### src/design/eeg_pkg.sv
// ----------------------------------------------------------------------------
// eeg_pkg
// shared types, codes and sizes of the eeg headset packet parser
// ----------------------------------------------------------------------------
package eeg_pkg;

   localparam int BAND_COUNT  = 8;
   localparam int ENTRY_COUNT = 4 + BAND_COUNT;
   localparam int ADDR_W      = $clog2(ENTRY_COUNT);
   localparam int FLAG_W      = ENTRY_COUNT;
   localparam int VALUE_W     = 24;
   localparam int BAND_IDX_W  = $clog2(BAND_COUNT + 1);

   typedef logic [ADDR_W-1:0]  addr_type;
   typedef logic [FLAG_W-1:0]  flags_type;
   typedef logic [VALUE_W-1:0] value_type;

   // staging store entries
   localparam addr_type ENT_QUALITY    = addr_type'(0);
   localparam addr_type ENT_ATTENTION  = addr_type'(1);
   localparam addr_type ENT_MEDITATION = addr_type'(2);
   localparam addr_type ENT_RAW        = addr_type'(3);
   localparam addr_type ENT_BAND0      = addr_type'(4);

   // received byte codes
   localparam logic [7:0] SYNC_BYTE       = 8'hAA;
   localparam logic [7:0] EXT_BYTE        = 8'h55;
   localparam logic [7:0] MAX_LEN         = 8'd170;
   localparam logic [7:0] CODE_QUALITY    = 8'h02;
   localparam logic [7:0] CODE_ATTENTION  = 8'h04;
   localparam logic [7:0] CODE_MEDITATION = 8'h05;
   localparam logic [7:0] CODE_RAW        = 8'h80;
   localparam logic [7:0] CODE_BANDS      = 8'h83;

   // result codes
   localparam logic [1:0] ST_VALUE    = 2'd0;
   localparam logic [1:0] ST_CSUM_BAD = 2'd1;
   localparam logic [1:0] ST_EMPTY    = 2'd2;

   localparam logic [2:0] KIND_QUALITY    = 3'd0;
   localparam logic [2:0] KIND_ATTENTION  = 3'd1;
   localparam logic [2:0] KIND_MEDITATION = 3'd2;
   localparam logic [2:0] KIND_RAW        = 3'd3;
   localparam logic [2:0] KIND_BAND       = 3'd4;

   typedef enum logic [2:0] {
      PH_SYNC1,
      PH_SYNC2,
      PH_LEN,
      PH_CODE,
      PH_SINGLE,
      PH_VLEN,
      PH_VALUE,
      PH_CSUM
   } phase_type;

   typedef struct packed {
      logic      en;
      addr_type  addr;
      value_type data;
   } ram_wr_type;

   typedef struct packed {
      logic      fire;
      logic      good;
      flags_type flags;
   } pkt_end_type;

endpackage

### src/design/eeg_ram.sv
// ----------------------------------------------------------------------------
// eeg_ram
// generic single write port, single read port ram with registered read
// ----------------------------------------------------------------------------
module eeg_ram #(
   parameter int WIDTH = 8,
   parameter int DEPTH = 16
) (
   input  logic                     clock,
   input  logic                     wr_en,
   input  logic [$clog2(DEPTH)-1:0] wr_addr,
   input  logic [WIDTH-1:0]         wr_data,
   input  logic                     rd_en,
   input  logic [$clog2(DEPTH)-1:0] rd_addr,
   output logic [WIDTH-1:0]         rd_data
);

   logic [WIDTH-1:0] mem_ff [DEPTH];
   logic [WIDTH-1:0] rd_data_ff;

   always_ff @(posedge clock) begin
      if (wr_en) begin
         mem_ff[wr_addr] <= wr_data;
      end
      if (rd_en) begin
         rd_data_ff <= mem_ff[rd_addr];
      end
   end

   assign rd_data = rd_data_ff;

endmodule

### src/design/eeg_parser.sv
// ----------------------------------------------------------------------------
// eeg_parser
// byte framing and row parsing, writes staged values into the staging ram
// ----------------------------------------------------------------------------
module eeg_parser
   import eeg_pkg::*;
(
   input  logic        clock,
   input  logic        reset,
   input  logic        req_accept,
   input  logic [7:0]  req_in_byte,
   output logic        need_ram,
   output ram_wr_type  wr,
   output pkt_end_type pkt_end
);

   phase_type              phase_ff, phase_in;
   logic [7:0]             bytes_left_ff, bytes_left_in;
   logic [7:0]             sum_ff, sum_in;
   logic                   ext_ff, ext_in;
   logic [7:0]             code_ff, code_in;
   logic [7:0]             vleft_ff, vleft_in;
   logic [1:0]             idx_ff, idx_in;
   logic [1:0]             mod3_ff, mod3_in;
   logic [BAND_IDX_W-1:0]  band_ff, band_in;
   value_type              shift_ff, shift_in;
   flags_type              flags_ff, flags_in;

   logic [7:0] b;
   value_type  shift_next;

   assign b          = req_in_byte;
   assign shift_next = {shift_ff[VALUE_W-9:0], b};
   assign need_ram   = phase_ff inside {PH_CODE, PH_SINGLE, PH_VLEN, PH_VALUE, PH_CSUM};

   always_ff @(posedge clock) begin
      if (reset) begin
         phase_ff      <= PH_SYNC1;
         bytes_left_ff <= '0;
         sum_ff        <= '0;
         ext_ff        <= 1'b0;
         code_ff       <= '0;
         vleft_ff      <= '0;
         idx_ff        <= '0;
         mod3_ff       <= '0;
         band_ff       <= '0;
         shift_ff      <= '0;
         flags_ff      <= '0;
      end else begin
         phase_ff      <= phase_in;
         bytes_left_ff <= bytes_left_in;
         sum_ff        <= sum_in;
         ext_ff        <= ext_in;
         code_ff       <= code_in;
         vleft_ff      <= vleft_in;
         idx_ff        <= idx_in;
         mod3_ff       <= mod3_in;
         band_ff       <= band_in;
         shift_ff      <= shift_in;
         flags_ff      <= flags_in;
      end
   end

   always_comb begin
      phase_in      = phase_ff;
      bytes_left_in = bytes_left_ff;
      sum_in        = sum_ff;
      ext_in        = ext_ff;
      code_in       = code_ff;
      vleft_in      = vleft_ff;
      idx_in        = idx_ff;
      mod3_in       = mod3_ff;
      band_in       = band_ff;
      shift_in      = shift_ff;
      flags_in      = flags_ff;
      wr            = '0;
      pkt_end       = '0;
      if (req_accept) begin
         case (phase_ff)
            PH_SYNC1: begin
               if (b == SYNC_BYTE) begin
                  phase_in = PH_SYNC2;
               end
            end
            PH_SYNC2: begin
               phase_in = (b == SYNC_BYTE) ? PH_LEN : PH_SYNC1;
            end
            PH_LEN: begin
               if (b == MAX_LEN) begin
                  phase_in = PH_LEN;
               end else if (b > MAX_LEN || b == 8'd0) begin
                  phase_in = PH_SYNC1;
               end else begin
                  bytes_left_in = b;
                  sum_in        = '0;
                  ext_in        = 1'b0;
                  code_in       = '0;
                  vleft_in      = '0;
                  idx_in        = '0;
                  mod3_in       = '0;
                  band_in       = '0;
                  shift_in      = '0;
                  flags_in      = '0;
                  phase_in      = PH_CODE;
               end
            end
            PH_CODE, PH_SINGLE, PH_VLEN, PH_VALUE: begin
               sum_in        = sum_ff + b;
               bytes_left_in = bytes_left_ff - 8'd1;
               case (phase_ff)
                  PH_CODE: begin
                     if (b == EXT_BYTE) begin
                        ext_in = 1'b1;
                     end else begin
                        code_in  = b;
                        phase_in = (!b[7] && !ext_ff) ? PH_SINGLE : PH_VLEN;
                     end
                  end
                  PH_SINGLE: begin
                     wr.data = {16'd0, b};
                     if (code_ff == CODE_QUALITY) begin
                        wr.en   = 1'b1;
                        wr.addr = ENT_QUALITY;
                     end else if (code_ff == CODE_ATTENTION) begin
                        wr.en   = 1'b1;
                        wr.addr = ENT_ATTENTION;
                     end else if (code_ff == CODE_MEDITATION) begin
                        wr.en   = 1'b1;
                        wr.addr = ENT_MEDITATION;
                     end
                     if (wr.en) begin
                        flags_in[wr.addr] = 1'b1;
                     end
                     ext_in   = 1'b0;
                     phase_in = PH_CODE;
                  end
                  PH_VLEN: begin
                     vleft_in = b;
                     idx_in   = '0;
                     mod3_in  = '0;
                     band_in  = '0;
                     shift_in = '0;
                     if (b == 8'd0) begin
                        ext_in   = 1'b0;
                        phase_in = PH_CODE;
                     end else begin
                        phase_in = PH_VALUE;
                     end
                  end
                  default: begin
                     shift_in = shift_next;
                     if (code_ff == CODE_RAW) begin
                        if (idx_ff == 2'd1) begin
                           wr.en   = 1'b1;
                           wr.addr = ENT_RAW;
                           wr.data = {8'd0, shift_next[15:0]};
                           flags_in[ENT_RAW] = 1'b1;
                        end
                     end else if (code_ff == CODE_BANDS) begin
                        if (mod3_ff == 2'd0) begin
                           shift_in = {16'd0, b};
                        end else if (mod3_ff == 2'd2 &&
                                     band_ff < BAND_IDX_W'(BAND_COUNT)) begin
                           wr.en   = 1'b1;
                           wr.addr = ENT_BAND0 + ADDR_W'(band_ff);
                           wr.data = shift_next;
                           flags_in[wr.addr] = 1'b1;
                        end
                     end
                     // group position and band counter
                     if (mod3_ff == 2'd2) begin
                        mod3_in = 2'd0;
                        if (band_ff < BAND_IDX_W'(BAND_COUNT)) begin
                           band_in = band_ff + BAND_IDX_W'(1);
                        end
                     end else begin
                        mod3_in = mod3_ff + 2'd1;
                     end
                     if (idx_ff != 2'd2) begin
                        idx_in = idx_ff + 2'd1;
                     end
                     vleft_in = vleft_ff - 8'd1;
                     if (vleft_ff == 8'd1) begin
                        ext_in   = 1'b0;
                        phase_in = PH_CODE;
                     end
                  end
               endcase
               if (bytes_left_ff == 8'd1) begin
                  phase_in = PH_CSUM;
               end
            end
            PH_CSUM: begin
               pkt_end.fire  = 1'b1;
               pkt_end.good  = (b == ~sum_ff);
               pkt_end.flags = flags_ff;
               flags_in      = '0;
               phase_in      = PH_SYNC1;
            end
            default: begin
               phase_in = PH_SYNC1;
            end
         endcase
      end
   end

endmodule

### src/design/eeg_drain.sv
// ----------------------------------------------------------------------------
// eeg_drain
// reads the updated staging entries after a packet and delivers the results
// ----------------------------------------------------------------------------
module eeg_drain
   import eeg_pkg::*;
(
   input  logic        clock,
   input  logic        reset,
   input  pkt_end_type pkt_end,
   output logic        busy,
   output logic        rd_en,
   output addr_type    rd_addr,
   input  value_type   rd_data,
   output logic        rsp_valid,
   input  logic        rsp_stall,
   output logic [1:0]  rsp_status,
   output logic [2:0]  rsp_kind,
   output logic [2:0]  rsp_band,
   output logic [23:0] rsp_value,
   output logic        rsp_last
);

   flags_type  drain_ff, drain_in;
   logic       p_valid_ff, p_valid_in;
   logic       p_ram_ff, p_ram_in;
   logic [1:0] p_status_ff, p_status_in;
   logic [2:0] p_kind_ff, p_kind_in;
   logic [2:0] p_band_ff, p_band_in;
   logic       p_last_ff, p_last_in;

   logic       o_valid_ff, o_valid_in;
   logic [1:0] o_status_ff, o_status_in;
   logic [2:0] o_kind_ff, o_kind_in;
   logic [2:0] o_band_ff, o_band_in;
   value_type  o_value_ff, o_value_in;
   logic       o_last_ff, o_last_in;

   logic       o_free, p_move, p_free, issue;
   addr_type   pick;
   flags_type  drain_left;

   assign o_free = !o_valid_ff || !rsp_stall;
   assign p_move = p_valid_ff && o_free;
   assign p_free = !p_valid_ff || p_move;
   assign issue  = (drain_ff != '0) && p_free;
   assign busy   = (drain_ff != '0) || p_valid_ff;

   // lowest pending entry first
   always_comb begin
      pick = '0;
      for (int i = FLAG_W - 1; i >= 0; i--) begin
         if (drain_ff[i]) begin
            pick = addr_type'(i);
         end
      end
   end

   always_comb begin
      drain_left       = drain_ff;
      drain_left[pick] = 1'b0;
   end

   assign rd_en   = issue;
   assign rd_addr = pick;

   always_ff @(posedge clock) begin
      if (reset) begin
         drain_ff   <= '0;
         p_valid_ff <= 1'b0;
         o_valid_ff <= 1'b0;
      end else begin
         drain_ff   <= drain_in;
         p_valid_ff <= p_valid_in;
         o_valid_ff <= o_valid_in;
      end
   end

   always_ff @(posedge clock) begin
      p_ram_ff    <= p_ram_in;
      p_status_ff <= p_status_in;
      p_kind_ff   <= p_kind_in;
      p_band_ff   <= p_band_in;
      p_last_ff   <= p_last_in;
      o_status_ff <= o_status_in;
      o_kind_ff   <= o_kind_in;
      o_band_ff   <= o_band_in;
      o_value_ff  <= o_value_in;
      o_last_ff   <= o_last_in;
   end

   always_comb begin
      drain_in    = drain_ff;
      p_valid_in  = p_valid_ff && !p_move;
      p_ram_in    = p_ram_ff;
      p_status_in = p_status_ff;
      p_kind_in   = p_kind_ff;
      p_band_in   = p_band_ff;
      p_last_in   = p_last_ff;
      if (issue) begin
         drain_in    = drain_left;
         p_valid_in  = 1'b1;
         p_ram_in    = 1'b1;
         p_status_in = ST_VALUE;
         p_band_in   = 3'd0;
         p_last_in   = (drain_left == '0);
         if (pick == ENT_QUALITY) begin
            p_kind_in = KIND_QUALITY;
         end else if (pick == ENT_ATTENTION) begin
            p_kind_in = KIND_ATTENTION;
         end else if (pick == ENT_MEDITATION) begin
            p_kind_in = KIND_MEDITATION;
         end else if (pick == ENT_RAW) begin
            p_kind_in = KIND_RAW;
         end else begin
            p_kind_in = KIND_BAND;
            p_band_in = 3'(pick - ENT_BAND0);
         end
      end else if (pkt_end.fire) begin
         if (pkt_end.good && pkt_end.flags != '0) begin
            drain_in = pkt_end.flags;
         end else begin
            p_valid_in  = 1'b1;
            p_ram_in    = 1'b0;
            p_status_in = pkt_end.good ? ST_EMPTY : ST_CSUM_BAD;
            p_kind_in   = KIND_QUALITY;
            p_band_in   = 3'd0;
            p_last_in   = 1'b1;
         end
      end
   end

   always_comb begin
      o_valid_in  = o_valid_ff && rsp_stall;
      o_status_in = o_status_ff;
      o_kind_in   = o_kind_ff;
      o_band_in   = o_band_ff;
      o_value_in  = o_value_ff;
      o_last_in   = o_last_ff;
      if (p_move) begin
         o_valid_in  = 1'b1;
         o_status_in = p_status_ff;
         o_kind_in   = p_kind_ff;
         o_band_in   = p_band_ff;
         o_value_in  = p_ram_ff ? rd_data : '0;
         o_last_in   = p_last_ff;
      end
   end

   assign rsp_valid  = o_valid_ff;
   assign rsp_status = o_status_ff;
   assign rsp_kind   = o_kind_ff;
   assign rsp_band   = o_band_ff;
   assign rsp_value  = o_value_ff;
   assign rsp_last   = o_last_ff;

   a_end_when_idle: assert property (@(posedge clock) disable iff (reset)
      pkt_end.fire |-> !busy)
      else $error("packet end while results still draining");

   a_issue_fills_stage: assert property (@(posedge clock) disable iff (reset)
      issue |=> p_valid_ff && p_ram_ff)
      else $error("ram read issued but read stage not loaded");

   a_stage_holds: assert property (@(posedge clock) disable iff (reset)
      p_valid_ff && !o_free |=> p_valid_ff && $stable(p_kind_ff) && $stable(p_band_ff))
      else $error("read stage lost while output stalled");

   a_last_ends_drain: assert property (@(posedge clock) disable iff (reset)
      issue && p_last_in |=> drain_ff == '0)
      else $error("last result issued with entries still pending");

endmodule

### src/design/eeg_headset_packet_parser.sv
// ----------------------------------------------------------------------------
// eeg_headset_packet_parser
// serial packet parser for an eeg headset byte stream
// ----------------------------------------------------------------------------
// the request channel takes one received byte per cycle while req_stall is
// low (req_valid, req_stall, req_in_byte). the parser hunts two sync bytes,
// takes the length byte and parses the payload rows, writing each completed
// value into a twelve entry staging ram and marking it updated.
// on the checksum byte the updated entries are read back one per cycle while
// rsp_stall is low, lowest entry first, and sent on the result channel
// (rsp_valid, rsp_stall, rsp_status, rsp_kind, rsp_band, rsp_value, rsp_last).
// a checksum mismatch or a good packet with no known values gives a single
// status result. a status result passes the read stage and output register;
// value results are first set in the drain flags, then pass both.
// throughput: one byte per cycle while req_stall is low. while results drain,
// sync and length bytes of the next packet are still taken; its first payload
// byte is held off until the last result has left the read stage, as the
// drain shares the staging ram.
// a stalled result holds in the output register; one more waits in the read
// stage behind it. reset is synchronous, returns the parser to sync hunting
// and drops any pending results; the staging ram needs no clearing.
// ----------------------------------------------------------------------------
module eeg_headset_packet_parser
   import eeg_pkg::*;
(
   input  logic        clock,
   input  logic        reset,
   input  logic        req_valid,
   output logic        req_stall,
   input  logic [7:0]  req_in_byte,
   output logic        rsp_valid,
   input  logic        rsp_stall,
   output logic [1:0]  rsp_status,
   output logic [2:0]  rsp_kind,
   output logic [2:0]  rsp_band,
   output logic [23:0] rsp_value,
   output logic        rsp_last
);

   logic        req_accept;
   logic        need_ram;
   logic        busy;
   ram_wr_type  wr;
   pkt_end_type pkt_end;
   logic        rd_en;
   addr_type    rd_addr;
   value_type   rd_data;

   assign req_stall  = busy && need_ram;
   assign req_accept = req_valid && !req_stall;

   eeg_parser u_parser (
      .clock       (clock),
      .reset       (reset),
      .req_accept  (req_accept),
      .req_in_byte (req_in_byte),
      .need_ram    (need_ram),
      .wr          (wr),
      .pkt_end     (pkt_end)
   );

   eeg_ram #(
      .WIDTH (VALUE_W),
      .DEPTH (ENTRY_COUNT)
   ) u_ram (
      .clock   (clock),
      .wr_en   (wr.en),
      .wr_addr (wr.addr),
      .wr_data (wr.data),
      .rd_en   (rd_en),
      .rd_addr (rd_addr),
      .rd_data (rd_data)
   );

   eeg_drain u_drain (
      .clock      (clock),
      .reset      (reset),
      .pkt_end    (pkt_end),
      .busy       (busy),
      .rd_en      (rd_en),
      .rd_addr    (rd_addr),
      .rd_data    (rd_data),
      .rsp_valid  (rsp_valid),
      .rsp_stall  (rsp_stall),
      .rsp_status (rsp_status),
      .rsp_kind   (rsp_kind),
      .rsp_band   (rsp_band),
      .rsp_value  (rsp_value),
      .rsp_last   (rsp_last)
   );

   a_no_write_during_drain: assert property (@(posedge clock) disable iff (reset)
      wr.en |-> !busy)
      else $error("staging write while results still draining");

endmodule
### config.mk
export PLATFORM = sky130hd
export DESIGN_NAME = eeg_headset_packet_parser
export DESIGN_NICKNAME = d
export VERILOG_FILES = /design/src/design/eeg_pkg.sv /design/src/design/eeg_ram.sv /design/src/design/eeg_parser.sv /design/src/design/eeg_drain.sv /design/src/design/eeg_headset_packet_parser.sv
export SDC_FILE = /design/constraint.sdc
export NUM_CORES = 1
export LEC_CHECK = 0
export BUFFER_PORTS_ARGS = -buffer_cell sky130_fd_sc_hd__buf_2
export CORE_MARGIN = 2
export CORE_UTILIZATION = 56
export CTS_CLUSTER_DIAMETER = 60
export DETAILED_ROUTE_END_ITERATION = 12
export PLACE_DENSITY = 0.84
export SETUP_SLACK_MARGIN = 0.15
export SLEW_MARGIN = 20
export SYNTH_ARGS = -nofsm -noshare
export SYNTH_HDL_FRONTEND = slang
export SYNTH_SLANG_ARGS = --single-unit
### constraint.sdc
create_clock -name clock -period 3.42 [get_ports clock]
set_input_delay 0.171 -clock clock [delete_from_list [all_inputs] [get_ports clock]]
set_output_delay 0.171 -clock clock [all_outputs]
set_load 0.05 [all_outputs]
# Word-level counts from Yosys, hierarchy flattened
# Memories as Yosys holds them, arrays and structs flattened. A register that Yosys moved wholly into a read port is not among the register bits.
# Index checks and enable logic that the tools add are counted.
[classes]
eq_ne = 48
reduce_logical = 50
addsub = 8
bitwise_logic = 6
mux = 121
order_cmp = 8
[op_table]
columns = ["operator", "count"]
rows = [
  ["29-bit 2-to-1 mux", 7],
  ["12-bit 2-to-1 mux", 9],
  ["16-bit 2-to-1 mux", 5],
  ["8-bit one-hot mux with 2 select lines", 5],
  ["4-bit 2-to-1 mux", 16],
  ["16-bit one-hot mux with 2 select lines", 2],
  ["29-bit one-hot mux with 2 select lines", 1],
  ["3-bit 2-to-1 mux", 19],
  ["8-bit 2-to-1 mux", 7],
  ["12-bit one-hot mux with 3 select lines", 1],
  ["5-bit 2-to-1 mux", 6],
  ["14-bit 2-to-1 mux", 2],
  ["8-bit == test, second input constant", 3],
  ["12-bit OR", 2],
  ["12-bit one-hot mux with 2 select lines", 1],
  ["12-bit nonzero test", 2],
  ["1-bit 2-to-1 mux", 20],
  ["10-bit AND reduction", 2],
  ["8-bit by 1-bit == test with 1-bit output, second input constant", 2],
  ["8-bit by 3-bit == test with 1-bit output, second input constant", 2],
  ["2-bit one-hot mux with 2 select lines", 4],
  ["4-bit one-hot mux with 2 select lines", 2],
  ["8-bit by 1-bit subtractor with 8-bit output, second input constant", 2],
  ["4-bit by 5-bit < comparator with 1-bit output, second input constant", 3],
  ["57 further kinds", 116],
]
[totals]
output_inout_bits = 35
input_bits = 12
regBits = 129
ramBits = 288
wordCells = 267
mem_count = 1
[memory_table]
columns = ["memory", "words", "word_bits", "rd", "rd_ports_with_merged_regs", "wr", "line_no", "text"]
rows = [
  ["u_ram.mem_ff", 12, 24, 1, 1, 1, "eeg_ram.sv:18", "logic [WIDTH-1:0] mem_ff [DEPTH];"],
]

# Depth between registers and ports, before layout
# Gate-level depths: netlist of run 1.
[logic_depth]
ltp_word = 20
mapped_depth = 10
mapped_depth_nobuf = 9

# Hierarchy
# From an unflattened synthesis of run 1, not the netlist that was laid out.
[hier_totals]
cells_unflattened = 1332
area_unflattened_um2 = 19112.1
[by_module_without_submodules]
columns = ["module", "cells_each", "seq_area_each_um2", "instances", "area_per_inst_um2"]
rows = [
  ["eeg_ram", 504, 9369.0, 1, 11701.2],
  ["eeg_parser", 599, 1441.4, 1, 4883.4],
  ["eeg_drain", 227, 1541.5, 1, 2513.7],
  ["eeg_headset_packet_parser", 2, 0.0, 1, 13.8],
]

# Worst setup path before layout of run 1
# Ideal clock, no wire load.
[synth_path]
path_type = "register to register"
start = "register u_drain.o_valid_ff (netlist: u_drain.rsp_valid)"
end = "register u_drain.o_band_ff[0] (netlist: u_drain.rsp_band[0]) (enable)"
period_less_slack_ns = 3.482
path_stages_with_launch = 2
n_path_buf = 0
slack_ns = -0.062
t_arrival_ns = 3.008
setup_time_ns = 0.473
path_cell_list = "dfxtp_1 > a21boi_0"
[synth_between]
elab_chain_len = 3
[synth_lines]
columns = ["element", "line_no", "text"]
rows = [
  ["start: declaration", "eeg_drain.sv:32", "logic o_valid_ff, o_valid_in;"],
  ["start signal: assignment", "eeg_drain.sv:75", "o_valid_ff <= o_valid_in;"],
  ["1-bit zero test", "eeg_drain.sv:43", "assign o_free = !o_valid_ff || !rsp_stall;"],
  ["1-bit logical OR", "eeg_drain.sv:43", ""],
  ["1-bit logical AND", "eeg_drain.sv:44", "assign p_move = p_valid_ff && o_free;"],
  ["net u_drain.p_move", "eeg_drain.sv:39", "logic o_free, p_move, p_free, issue;"],
  ["end signal: assignment", "eeg_drain.sv:87", "o_band_ff <= o_band_in;"],
  ["end: declaration", "eeg_drain.sv:35", "logic [2:0] o_band_ff, o_band_in;"],
]
# The timed path passes the listed nets, and every way through them passes these cells.
# A chain may end at the register's enable or synchronous reset.

# Worst setup path after layout of run 1
[layout_path]
start = "register u_drain.drain_ff[11]"
end = "register u_ram.rd_data_ff[4] (netlist: u_ram.rd_data[4]), read port of u_ram.mem_ff (data pin)"
[layout_between]
elab_chain_len = 12
elab_cells_between_ends = 14
cone_classes = "mux (12); reduce/logical (2)"
[layout_lines]
columns = ["element", "line_no", "text"]
rows = [
  ["start: declaration", "eeg_drain.sv:24", "flags_type drain_ff, drain_in;"],
  ["start signal: assignment", "eeg_drain.sv:73", "drain_ff <= drain_in;"],
  ["4-bit 2-to-1 mux (12 in a row)", "eeg_drain.sv:53", "if (drain_ff[i]) begin"],
  ["end: declaration", "eeg_ram.sv:19", "logic [WIDTH-1:0] rd_data_ff;"],
]
# Parallel ways exist; a longest one is shown, timed or not.

==> out/summary.txt, run 1 <==
Hold Vio Cnt, Final: 0
# IOs: 47
CP arrival: 3400 ps
GP Congestion: 0.9416
Syn Nets: 1499
Cell count after placement: 1931
Cell Pwr Density: 512.6 mW/mm^2
Worst-Skew Late Latency: 550 ps
Post-DP Area: 0.01949 sq mm
Post-Route Skew: 10.43 ps
Cell mode on critical path: buf_4
Mapped Cells: 1466
Post-synth EDFFs: 352
Worst-Margin Slew: 994.0 ps
Drt initial violations: 1572
Hold Path End: u_parser.shift_ff[4]$_SDFFE_PP0P_
Avg Cell Area, Syn: 12.57 sq um
Worst Setup End Kind: flop
Setup-failing EPs final: 0
Slowest stage delay, CP: 680 ps
Die width: 185.4 um
Hold path depth: 3
Initial Util: 56.77%
CTS buffer count: 44
Placeable Area: 0.03245 sq mm
P&R area growth vs syn: 14.08%
Global-route wire length before repair: 68210 um
PnR Total Power: 10.77 mW
Die area: 0.03437 sq mm
Status: complete, no violations
Setup Crit Path Kind: reg2reg
HP Start: req_in_byte[4]
CP max-delay cell: a2111oi_1
Largest net degree at the start of global routing: 47
# nets final: 1573
Fin. max-slew vios: 0
Finished Layout Cells: 2017
DR pass1 iterations: 6
Ratio of cells with drive above 1 in the final layout: 15.17%
R2R depth: 8
Reg power frac: 53.1%
WL per Instance: 21.69 um
P_leak: 7.061 nW
Final core occ: 64.77%
TritonCTS clock tree: built
Fmax: 0.3208 GHz
HPWL after detailed placement: 28180 um
Synth warnings: 0
Crit-path cells: or4_1 -> and3_1 -> buf_4 -> a22oi_1 -> o22ai_1 -> a2111oi_1 -> buf_4 -> o211ai_1
Reg clk slew, reported paths: 60 ps
Worst relative slew slack: 33.64%
Clock power frac: 45.2%
Vias: 12640
DRC: 0
RSZ-0062 raised after global routing: false
Startpoint types: flop
Sequential-to-total area share from yosys stat: 67.04%
Flops & latches, synth: 441
Reg2reg end: u_ram.rd_data[4]$_DFFE_PP_
Crit share post-route: 91.15%
Number of cell rows: 66
Comb pwr share: 1.6%
Switching share of total power: 20.01%
Required time of the critical path: 3700 ps
H-tree depth: 2
Ys flop type: edfxtp_1
Synth cell types: 82
Internal Pwr Total: 8.618 mW
Routed Antenna Nets: 0
DRT Wirelength: 43750 um
Die Height: 185.4 um
Maximum buffer depth of the clock tree: 3
Max-Cap Viols: 0
Final min period: 3117 ps
VDD IR max: 0.3723 mV
Clock tree sinks: 441
FF-to-FF setup slack: 300 ps
Buffers on Ports: 46
Vias in the first global route: 12390
Vias per cell: 6.264
Synth Cell Area: 0.01843 sq mm
# diodes: 0
CP max FO: 25
Synth async-reset ratio: 0%
Min-delay worst type: in2reg
Layout fillers: 2264
Initial antenna violation count: 0
Psw: 2.157 mW
Final instance area: 0.02102 sq mm
GRT Util Overall: 25.69%
CTS root buf: clkbuf_16
R2r startpoint: u_drain.drain_ff[11]$_SDFFE_PP0P_
Grt total ovfl: 0
[power groups by stage]
stage	Sequential, mW	Clock [mW]	Combinational (mW)
final	5.72	4.87	0.175
after global routing	5.72	5.12	0.193
after CTS	5.72	4.92	0.172
after detailed placement	5.84	0	0.170
after global placement	5.84	0	0.165
after floorplan	5.84	0	0.122
[kinds of logic (layout without fill, tap and decap cells)]
logic type | Yosys count | after routing | synth area share, %
AO/OA/AOI/OAI | 373 | 373 | 13.57
XOR/XNOR | 9 | 9 | 0.4278
adder cells (fa/ha/maj) | 21 | 21 | 1.467
buffers and inverters | 109 | 218 | 2.587
flip-flops | 441 | 441 | 67.04
multiplexers | 51 | 51 | 2.771
AND/OR/NAND/NOR | 462 | 462 | 12.13
[metal layers]
layer / up-vias / global-route usage, % / wire length (um)
li1: 5673 / - / -
met1: 6168 / 35.08 / 17390
met2: 690 / 43.00 / 21250
met3: 104 / 3.519 / 3901
met4: 0 / 7.841 / 1211
met5: - / 0 / 0
[state kept, by name, summed over array words and instances, names as in the netlist, 3 cells and up]
signal,cells
u_drain.rsp_band,3
u_parser.shift_ff,16
u_ram.rd_data,24
u_ram.mem_ff,288
u_drain.p_band_ff,3
u_parser.vleft_ff,8
u_parser.sum_ff,8
u_parser.bytes_left_ff,8
u_parser.code_ff,8
u_drain.drain_ff,12
u_drain.rsp_value,24
u_drain.rsp_kind,3
u_parser.band_ff,4
u_drain.p_kind_ff,3
u_parser.phase_ff,3
u_parser.flags_ff,12
[per-stage QoR]
| stage | setup slack (ps) | hold WS [ps] | TNS, ps |
|---|---|---|---|
| 6_report | 302.6 | 22.03 | 0 |
| 3_3_place_gp | 276.9 | 401.4 | 0 |
| 2_1_floorplan | -52.52 | 311.0 | -7961 |
| 4_1_cts | 235.3 | 4.114 | 0 |
| 3_5_place_dp | 85.20 | 404.5 | 0 |
| 5_1_grt | 159.3 | 23.88 | 0 |
[layout make-up]
type / count / area (sq um) / share of cell area [%]
flip-flops and latches: 441 / 12350 / 58.76
multi-input cells: 916 / 5673 / 26.99
clock buffers: 53 / 1166 / 5.548
repair buffers: 110 / 865.8 / 4.119
well taps: 442 / 553.0 / 2.631
clock inverters: 28 / 309.0 / 1.470
inverters: 27 / 101.3 / 0.4821
[worst max-delay path by stage]
stage                                         endpoint  slack (ps)                               from
after detailed placement    u_ram.rd_data[4]$_DFFE_PP_          90  u_drain.drain_ff[10]$_SDFFE_PP0P_
after CTS                 u_ram.mem_ff[4][9]$_DFFE_PP_         240  u_drain.drain_ff[11]$_SDFFE_PP0P_
final                       u_ram.rd_data[4]$_DFFE_PP_         300  u_drain.drain_ff[11]$_SDFFE_PP0P_
after global routing        u_ram.rd_data[4]$_DFFE_PP_         160  u_drain.drain_ff[11]$_SDFFE_PP0P_
after floorplan           u_ram.mem_ff[1][0]$_DFFE_PP_         -50  u_drain.drain_ff[11]$_SDFFE_PP0P_
after global placement      u_ram.rd_data[4]$_DFFE_PP_         280  u_drain.drain_ff[10]$_SDFFE_PP0P_
[repair_timing]
| action | 4_1_cts | 5_1_grt |
|---|---|---|
| endpoints found under the setup margin | 1 | 172 |
| hold buffers | 2 | 0 |
| hold endpoints to repair | 6 | 0 |
| pin swaps | 1 | 0 |
| resized for setup | 1 | 4 |
| setup buffers | 3 | 0 |
[cell usage in the layout (no fill, tap or decap), types with 45 or more instances in the layout]
cell type,netlist,layout
dfxtp_1,89,89
buf_2,33,46
buf_4,1,50
nand3_1,46,46
a21oi_1,145,145
nand2_1,188,188
nor2_1,84,72
clkbuf_16,0,45
mux2i_1,51,51
edfxtp_1,352,352
[cells in the mapped netlist, types with 8 or more instances]
cell type  count  area share (%)
edfxtp_1     352              57
nand2_1      188             3.8
a21oi_1      145             3.9
dfxtp_1       89             9.7
nor2_1        84             1.7
mux2i_1       51             2.8
nand3_1       46             1.2
and2_1        41             1.4
clkbuf_1      37            0.75
a22oi_1       33             1.3
buf_2         33            0.90
o21ai_0       30            0.81
o22ai_1       30             1.0
inv_1         27            0.55
o211ai_1      26             1.1
nor3_1        21            0.57
ha_1          20             1.4
and3_1        17            0.58
a2111oi_2     15             1.2
a21o_1        12            0.49
a211oi_1      11            0.45
a31oi_1       10            0.34
buf_1          8            0.16
or3_1          8            0.27
[critical path: cells and delay by family (launching register included)]
kind	cells	cell delay, ps
AO/OA/AOI/OAI	4	1130
AND/OR/NAND/NOR	2	900
buffers and inverters	2	470
flip-flops	1	340
Note: power is estimated with default switching activity, not from simulation.
==> inputs of run 2 (changes only) <==
- CORE_UTILIZATION: 56 -> 35
- PLACE_DENSITY: 0.84 -> 0.6
==> run 2 against run 1 <==
  * Worst setup slack gained 31 ps
  * Maximum frequency is 1.0% higher
  * Utilization is 24 points lower
  * Critical path depth is 2 lower
  * Sequential cell count did not move
  * Clock power rose by 6.2%
  * Clock skew rose by 25 ps
  * Largest cell class unchanged
  * Register-to-register slack better by 30 ps
  * Via count decreased by 5.0%
  * Die area increased by 59%
  * Largest power group unchanged
  * Total power increased by 2.9%
==> out/summary.txt, run 2 (synthesis results as in run 1) <==
H-tree depth: 2 (unchanged)
Largest register FFs: 288 (unchanged)
Final instance area: 0.02150 sq mm (was 0.02102 sq mm)
Post-DP Area: 0.01981 sq mm (was 0.01949 sq mm)
Most frequent cells in the layout: edfxtp_1, nand2_1, a21oi_1 (unchanged)
Worst setup slack after layout: 333.6 ps (was 302.6 ps)
Fin. max-slew vios: 0 (unchanged)
Crit share post-route: 90.24% (was 91.15%)
Ratio of cells with drive above 1 in the final layout: 15.66% (was 15.17%)
Hold Vio Cnt, Final: 0 (unchanged)
DRC: 0 (unchanged)
Reg2reg end: u_ram.rd_data[2]$_DFFE_PP_ (was u_ram.rd_data[4]$_DFFE_PP_)
Worst relative slew slack: 30.61% (was 33.64%)
Startpoint types: flop (unchanged)
P&R area growth vs syn: 16.71% (was 14.08%)
Pre-CTS setup slack: 295.0 ps (was 85.20 ps)
DR pass1 iterations: 6 (unchanged)
RSZ-0062 raised after global routing: true (was false)
Vias per cell: 5.270 (was 6.264)
P_leak: 7.176 nW (was 7.061 nW)
WL per Instance: 18.84 um (was 21.69 um)
Slowest stage delay, CP: 750 ps (was 680 ps)
FF-to-FF setup slack: 330 ps (was 300 ps)
CTS buffer count: 48 (was 44)
Setup-failing EPs final: 0 (unchanged)
Setup Crit Path Kind: reg2reg (unchanged)
Worst Setup End Kind: flop (unchanged)
Vias: 12000 (was 12640)
Crit. Startpoint: u_drain.drain_ff[11]$_SDFFE_PP0P_ (unchanged)
Placeable Area: 0.05234 sq mm (was 0.03245 sq mm)
Fmax: 0.3240 GHz (was 0.3208 GHz)
Worst-Skew Late Latency: 600 ps (was 550 ps)
# nets final: 1587 (was 1573)
Required time of the critical path: 3740 ps (was 3700 ps)
Maximum buffer depth of the clock tree: 3 (unchanged)
Largest net degree at the start of global routing: 73 (was 47)
Cell count after placement: 2184 (was 1931)
Global-route wire length before repair: 68520 um (was 68210 um)
CP arrival: 3410 ps (was 3400 ps)
Post-Route Skew: 35.42 ps (was 10.43 ps)
Top reg by flops: u_ram.mem_ff (unchanged)
Buffers on Ports: 46 (unchanged)
Cell Pwr Density: 515.4 mW/mm^2 (was 512.6 mW/mm^2)
Number of cell rows: 84 (was 66)
GRT Util Overall: 16.09% (was 25.69%)
Layout fillers: 4874 (was 2264)
Reg clk slew, reported paths: 60 ps (about the same)
Worst Setup EP: u_ram.rd_data[2]$_DFFE_PP_ (was u_ram.rd_data[4]$_DFFE_PP_)
Grt total ovfl: 0 (unchanged)
Routed Antenna Nets: 0 (unchanged)
CP max FO: 21 (was 25)
Clock tree sinks: 441 (unchanged)
Min-delay worst type: in2reg (unchanged)
Die Height: 233.4 um (was 185.4 um)
VDD IR max: 0.3569 mV (was 0.3723 mV)
Initial antenna violation count: 0 (unchanged)
Commonest non-fill, non-tap cell in the layout: edfxtp_1 (unchanged)
Final core occ: 41.09% (was 64.77%)
Initial Util: 35.20% (was 56.77%)
TritonCTS clock tree: built (unchanged)
Die area: 0.05449 sq mm (was 0.03437 sq mm)
GP Congestion: 0.8901 (was 0.9416)
Die width: 233.4 um (was 185.4 um)
Final min period: 3086 ps (was 3117 ps)
Crit-path cells: or4_1 -> and3_1 -> and3_1 -> a2111oi_0 -> buf_4 -> o211ai_1 (was or4_1 -> and3_1 -> buf_4 -> a22oi_1 -> o22ai_1 -> a2111oi_1 -> buf_4 -> o211ai_1)
# diodes: 0 (unchanged)
Finished Layout Cells: 2278 (was 2017)
Worst-Margin Slew: 1041 ps (was 994.0 ps)
Vias in the first global route: 11870 (was 12390)
Status: complete, no violations (unchanged)
R2r startpoint: u_drain.drain_ff[11]$_SDFFE_PP0P_ (unchanged)
Max-Cap Viols: 0 (unchanged)
DRT Wirelength: 42920 um (was 43750 um)
R2R depth: 6 (was 8)
Drt initial violations: 1038 (was 1572)
Cell mode on critical path: and3_1 (was buf_4)
HPWL after detailed placement: 28800 um (was 28180 um)
CTS root buf: clkbuf_16 (unchanged)
CP max-delay cell: a2111oi_0 (was a2111oi_1)
# IOs: 47 (unchanged)
==> run 2: cell count changes in the layout (fill, tap and decap cells not counted), moves of 3 or more <==
cell | previous run | this run
dlygate4sd3_1 | 2 | 8
clkbuf_16 | 45 | 49
buf_4 | 50 | 57
clkbuf_1 | 7 | 4
clkinv_2 | 7 | 11
buf_12 | 12 | 9
==> run 2: layout make-up <==
cell class	instances	area (sq um)	share of cell area, %
Timing Repair Buffer	120	918.4	4.271
Clock inverter	32	352.8	1.641
Sequential cell	441	12350	57.44
Multi-Input combinational cell	916	5664	26.34
Tap cell	688	860.8	4.003
Inverter	27	101.3	0.4713
Clock buffer	54	1255	5.836
==> run 2: metal layers <==
| layer | wire (um) | share of wire, % | global-route usage, % | vias up |
|---|---|---|---|---|
| li1 | - | - | - | 5690 |
| met1 | 20060 | 47 | 23.43 | 5878 |
| met2 | 19550 | 46 | 24.92 | 372 |
| met3 | 2445 | 5.7 | 2.417 | 64 |
| met4 | 866 | 2.0 | 4.569 | 0 |
| met5 | 0 | 0 | 0 | - |
==> run 2: what timing repair did <==
action                                  4_1_cts  5_1_grt
gates resized for setup                       0        5
hold endpoints to repair                     15        0
endpoints found under the setup margin        0       18
setup buffers                                 0        0
hold buffers                                  8        0
==> run 2: where the power goes <==
group          switching [mW]  total (mW)  internal, mW
combinational           0.123       0.184        0.0612
clock                    2.13        5.17          3.04
sequential            0.00864        5.73          5.72
total                    2.26        11.1          8.82
==> run 2: through the flow <==
stage,power (mW),setup TNS [ps],hold WS [ps]
final,11.08,0,33.90
after CTS,11.21,0,7.206
after floorplan,5.958,-7961,311.0
after detailed placement,6.015,0,404.5
after global placement,6.013,0,408.3
after global routing,11.44,0,56.41
==> run 2: worst min-delay path by stage <==
stage	depth (start not counted)	start	endpoint
2_1_floorplan	2	rsp_stall	u_drain.rsp_valid$_SDFF_PP0_
3_3_place_gp	0	u_drain.p_band_ff[2]$_SDFFCE_PP0P_	u_drain.rsp_band[2]$_DFFE_PP_
3_5_place_dp	0	u_drain.p_kind_ff[1]$_SDFFCE_PP0P_	u_drain.rsp_kind[1]$_DFFE_PP_
4_1_cts	3	req_in_byte[1]	u_parser.code_ff[1]$_SDFFE_PP0P_
5_1_grt	3	req_in_byte[1]	u_parser.code_ff[1]$_SDFFE_PP0P_
6_report	3	req_in_byte[1]	u_parser.code_ff[1]$_SDFFE_PP0P_
==> run 2: worst max-delay path: cells and delay by family, from the launching register on <==
family                 cells  cell delay [ps]
AND/OR/NAND/NOR            3             1430
AO/OA/AOI/OAI              2              820
flip-flops                 1              350
buffers and inverters      1              210
